`src/hw/rtl/otsu_ram.sv`:
```
// ----------------------------------------------------------------------------
// Otsu generic RAM
// One write port, one read port, read data registered (data for an address comes out in the next cycle).
// ----------------------------------------------------------------------------
module otsu_ram #(
   parameter int WIDTH = 8,
   parameter int DEPTH = 256
) (
   input  logic                     clock,
   input  logic                     we,
   input  logic [$clog2(DEPTH)-1:0] waddr,
   input  logic [WIDTH-1:0]         wdata,
   input  logic [$clog2(DEPTH)-1:0] raddr,
   output logic [WIDTH-1:0]         rdata
);

   logic [WIDTH-1:0] mem [DEPTH];

   always_ff @(posedge clock) begin
      if (we) begin
         mem[waddr] <= wdata;
      end
      rdata <= mem[raddr];
   end

endmodule

```
`config.mk`:
```
export PLATFORM = sky130hd
export DESIGN_NAME = otsu_ram
export DESIGN_NICKNAME = d
export VERILOG_FILES = /design/src/hw/rtl/otsu_ram.sv
export SDC_FILE = /design/constraint.sdc
export NUM_CORES = 2
export LEC_CHECK = 0
export BUFFER_PORTS_ARGS = -buffer_cell sky130_fd_sc_hd__buf_4
export CAP_MARGIN = 20
export CORE_AREA = 2 2 518 314
export CTS_CLUSTER_SIZE = 14
export DETAILED_ROUTE_END_ITERATION = 16
export DIE_AREA = 0 0 520 316
export GPL_TIMING_DRIVEN = 0
export HOLD_SLACK_MARGIN = 0.06
export PLACE_DENSITY = 0.78
export SLEW_MARGIN = 20
export SYNTH_ARGS = -nofsm -noshare
export SYNTH_HDL_FRONTEND = slang
export SYNTH_SLANG_ARGS = --single-unit
```
`constraint.sdc`:
```
create_clock -name clock -period 2.6 [get_ports clock]
set_input_delay 0.52 -clock clock [delete_from_list [all_inputs] [get_ports clock]]
set_output_delay 0.52 -clock clock [all_outputs]
set_load 0.02 [all_outputs]
```
==> Word level (Yosys, flattened, before mapping) <==
Memories as Yosys holds them, arrays and structs flattened. A register that Yosys moved wholly into a read port is not among the register bits.
Index checks and enable logic that the tools add are counted.
{ "classes": {"n_mux": 2} }
{ "ops": {"columns": ["operator", "count"], "rows": [
  ["2-to-1 mux 1 bit", 2]
]} }
{ "totals": {"regBits": 0, "ram_bits": 2048, "inputBits": 26, "out_inout_bits": 8, "wordCells": 3, "mem_count": 1} }
{ "memory_table": {"columns": ["name", "words", "width", "read_ports", "rd_clocked_by_memory_dff", "wr", "line", "source"], "rows": [
  ["mem", 256, 8, 1, 1, 1, "17", "logic [WIDTH-1:0] mem [DEPTH];"]
]} }

==> Logic depth before layout (Yosys ltp) <==
{ "logic_depth": {"depth_word": 2, "ltp_mapped": 11, "mapped_depth_nobuf": 6} }

==> Worst setup path after synthesis <==
OpenSTA, ideal clock, no wires.
{ "synth_timing": {"path_kind": "input -> register", "start": "input port raddr[0]", "end": "register rdata[2] (read register of mem)", "setup_ns": 0.131, "arrival_time_ns": 2.327, "required_time_ns": 2.469, "path_slack_ns": 0.142, "cell_stages": 9, "path_buffers": 4, "path_cell_list": "buf_6 > buf_12 > buf_8 > buf_2 > mux4_2 > a22oi_1 > a21oi_1 > nor4_1 > nor4_2"} }
{ "synth_lines": {"columns": ["item", "line", "source"], "rows": [
  ["start: declaration", "13", "input logic [$clog2(DEPTH)-1:0] raddr,"],
  ["end: declaration", "14", "output logic [WIDTH-1:0] rdata"]
]} }

==> Final worst setup path <==
{ "layout_timing": {"start": "input port waddr[0]", "end": "memory mem[229][7], enable pin"} }
{ "layout_lines": {"columns": ["item", "line", "source"], "rows": [
  ["start: declaration", "11", "input logic [$clog2(DEPTH)-1:0] waddr,"],
  ["end: declaration", "17", null]
]} }
No word-level cell before the write port.

==> impl_metrics.py <==
metrics = {
    "timing": {
        "fin_crit_sh_pct": 110,
        "timing.slew.headroom_pct": 11.0,
        "hold_viol": 0,
        "finClkSkew_ps": 68.2,
        "slew_violations": 0,
        "holdWs_ps": 98.7,
        "period_minus_slack_ps": 2850,
        "max_freq_ghz": 0.350,
        "tightest_slew_ps": 1330,
        "fin_ws_ps": -254,
        "tns_ps": -33870,
        "setup_viol": 460,
        "rsz0062_at_grt": "yes",
    },
    "routing": {
        "drtAntennaViolNets": 0,
        "post-route-drc-count": 0,
        "vias_per_cell": 7.13,
        "drt-pass1-iter-count": 10,
        "routed_wl_mm": 249,
        "first_iter_violations": 9627,
        "via_count": 44311,
        "wl_per_cell_um": 40.1,
    },
    "clock_network": {
        "cts_tree": "yes",
        "cts_max_path_buffers": 4,
        "numCtsBuffers": 179,
        "worstSkewPairLatency_ps": 860,
        "cts_root_buf": "clkbuf_16",
        "cts.clk_slew.worst_paths_ps": 70,
        "h-tree-depth": 4,
        "cts.sinks": 2056,
    },
    "grt": {
        "antenna_found_initial": 5,
        "overflow": 0,
        "grt_max_degree": 130,
        "first_global_vias": 42208,
        "grt_usage_pct": 30.0,
        "grt_pass1_wl_mm": 338,
    },
    "pwr": {
        "p_leak_nw": 27.5,
        "p_per_area_mw_per_mm2": 730,
        "ir_worst_vdd_v": 0.000606,
    },
    "place": {
        "routabilityCongestion": 1.03,
        "dp_hpwl_mm": 165,
        "pre_cts_ws_ps": -2120,
        "io_buffers": 26,
    },
    "flow_run": {
        "max_cap_violations": 0,
    },
    "floorplan": {
        "pin_count": 34,
        "fp.dieH_um": 316,
        "die_x_um": 520,
        "dieArea_mm2": 0.164,
        "initial_core_util_pct": 49.8,
        "rows": 114,
        "core_mm2": 0.160,
    },
    "synthesis": {
        "yosysWarnings": 0,
        "netlist_area_mm2": 0.0796,
        "async_flop_share_pct": 0,
        "synth_cell_types": 55,
        "synth_fp_nets": 3759,
        "synthFlopType": "edfxtp_1",
        "avgSynthCellArea_um2": 21.3,
        "synth-seq-cells": 2056,
        "synth_edf_count": 2048,
        "synth_cells": 3733,
        "yosysSeqAreaShare_pct": 77.5,
    },
    "cells_and_area": {
        "syn_to_final_growth_pct": 13.6,
        "drive_above_1_share_pct": 29.5,
        "num-nets-final": 4009,
    },
    "status": {
        "violations": "setup timing",
        "outcome": "finished with violations",
    },
    "worst_setup_path": {
        "critical_path_arrival_ps": 3300,
        "cp-start-kind": "primary input",
        "worst-r2r-cell-count": 5,
        "r2r_setup_slack_ps": -70,
        "cp_max_fo": 10,
        "path_class": "in -> reg",
        "endpoint_kind": "flip-flop",
        "required_ps": 3040,
    },
    "hold_path": {
        "min_path_cells": 1,
        "min_path_type": "in -> reg",
    },
}
per-layer routing:
layer  share of wire [%]  wire [um]  GRT usage, %
met3                  23      56700          20.5
met1                  34      84500          40.7
met2                  39      96900          38.3
met5                0.16        391         0.901
met4                 4.2      10400          9.61
worst max-delay path, stage by stage:
cell and delay [ps]:
clkbuf_1 370, nor2b_1 200, clkbuf_1 340, nand3_1 450
clkbuf_2 490, buf_16 300, nor2_1 590
path summary, 6_finish.rpt:
check,start,to
setup / recovery,waddr[0],mem[229][7]
setup reg to reg,mem[87][2],rdata[2]
hold reg to reg,mem[48][1],rdata[1]
hold / removal,wdata[4],mem[170][4]
per-stage QoR:
| stage | utilization, % | area, um2 | cells | power [mW] |
|---|---|---|---|---|
| floorplan | - | 79600 | 3733 | 39.1 |
| global placement | 51.6 | 82400 | 5905 | 41.0 |
| detailed placement | 52.1 | 83300 | 5934 | 41.1 |
| CTS | 55.9 | 89400 | 6197 | 65.2 |
| global route | 56.5 | 90300 | 6212 | 66.8 |
| finish | 56.5 | 90300 | 6212 | 66.0 |
layout by cell type (no fill, tap or decap), types with 34 or more instances in the layout:
cell / instances
edfxtp_1: 2048
mux4_2: 454
clkbuf_16: 183
nor2_2: 139
mux2i_1: 133
a22oi_1: 125
nor2_1: 109
clkbuf_1: 82
a21oi_1: 79
buf_4: 62
clkbuf_2: 41
o221ai_1: 40
nor2_4: 34
cells by family after synthesis:
logic type	synth area share [%]
DFF	77.5
muxes	14.6
and+or+nand+nor	2.63
AOI/OAI and AO/OA	3.42
buffers and inverters	1.83
synthesized netlist by cell type (10+ instances only):
| master | n | area share [%] |
|---|---|---|
| edfxtp_1 | 2048 | 77 |
| mux4_2 | 454 | 13 |
| nor2_1 | 282 | 1.3 |
| mux2i_1 | 134 | 1.7 |
| a22oi_1 | 133 | 1.3 |
| clkbuf_1 | 111 | 0.52 |
| a21oi_1 | 96 | 0.60 |
| o221ai_1 | 46 | 0.51 |
| nand3_1 | 34 | 0.21 |
| nand2_1 | 33 | 0.16 |
| buf_2 | 31 | 0.20 |
| nor2b_1 | 31 | 0.24 |
| o22ai_1 | 28 | 0.22 |
| buf_4 | 27 | 0.25 |
| nor4_1 | 24 | 0.19 |
| buf_1 | 22 | 0.10 |
| nor3_1 | 22 | 0.14 |
| buf_6 | 21 | 0.30 |
| a211oi_1 | 16 | 0.15 |
| a221oi_1 | 13 | 0.14 |
| buf_8 | 13 | 0.25 |
| nand4_1 | 10 | 0.079 |
| o211ai_1 | 10 | 0.094 |
| o21ai_0 | 10 | 0.063 |
flip-flops by register name (all words and copies together) (netlist names):
| signal | flops |
|---|---|
| mem | 2048 |
| rdata | 8 |
final cells by class:
cell class	instances	area, um2
inverter	2	8.76
antenna	2	5.00
tap	2146	2690
clock inverter	26	189
clock buffer	236	4850
buffer	230	2030
sequential	2056	61700
fill	11082	69600
multi-input combinational	1442	17800
timing repair buffer	72	1110
where the power goes:
group	leakage, nW	total [mW]	switching (mW)	internal, mW
clock	2.46	24.9	11.8	13.2
sequential	18.5	36.5	0.0287	36.5
combinational	6.60	4.47	3.06	1.42
total	27.5	66.0	14.9	51.1
timing repair:
| action | 4_1_cts | 5_1_grt |
|---|---|---|
| endpoints found under the setup margin | 525 | 1011 |
| setup buffers | 2 | 14 |
| endpoints found under the hold margin | 20 | 0 |
| gates resized for setup | 302 | 216 |
| hold buffers | 1 | 0 |
| pin swaps | 13 | 21 |
No activity file was read; power rests on OpenSTA's default activity.
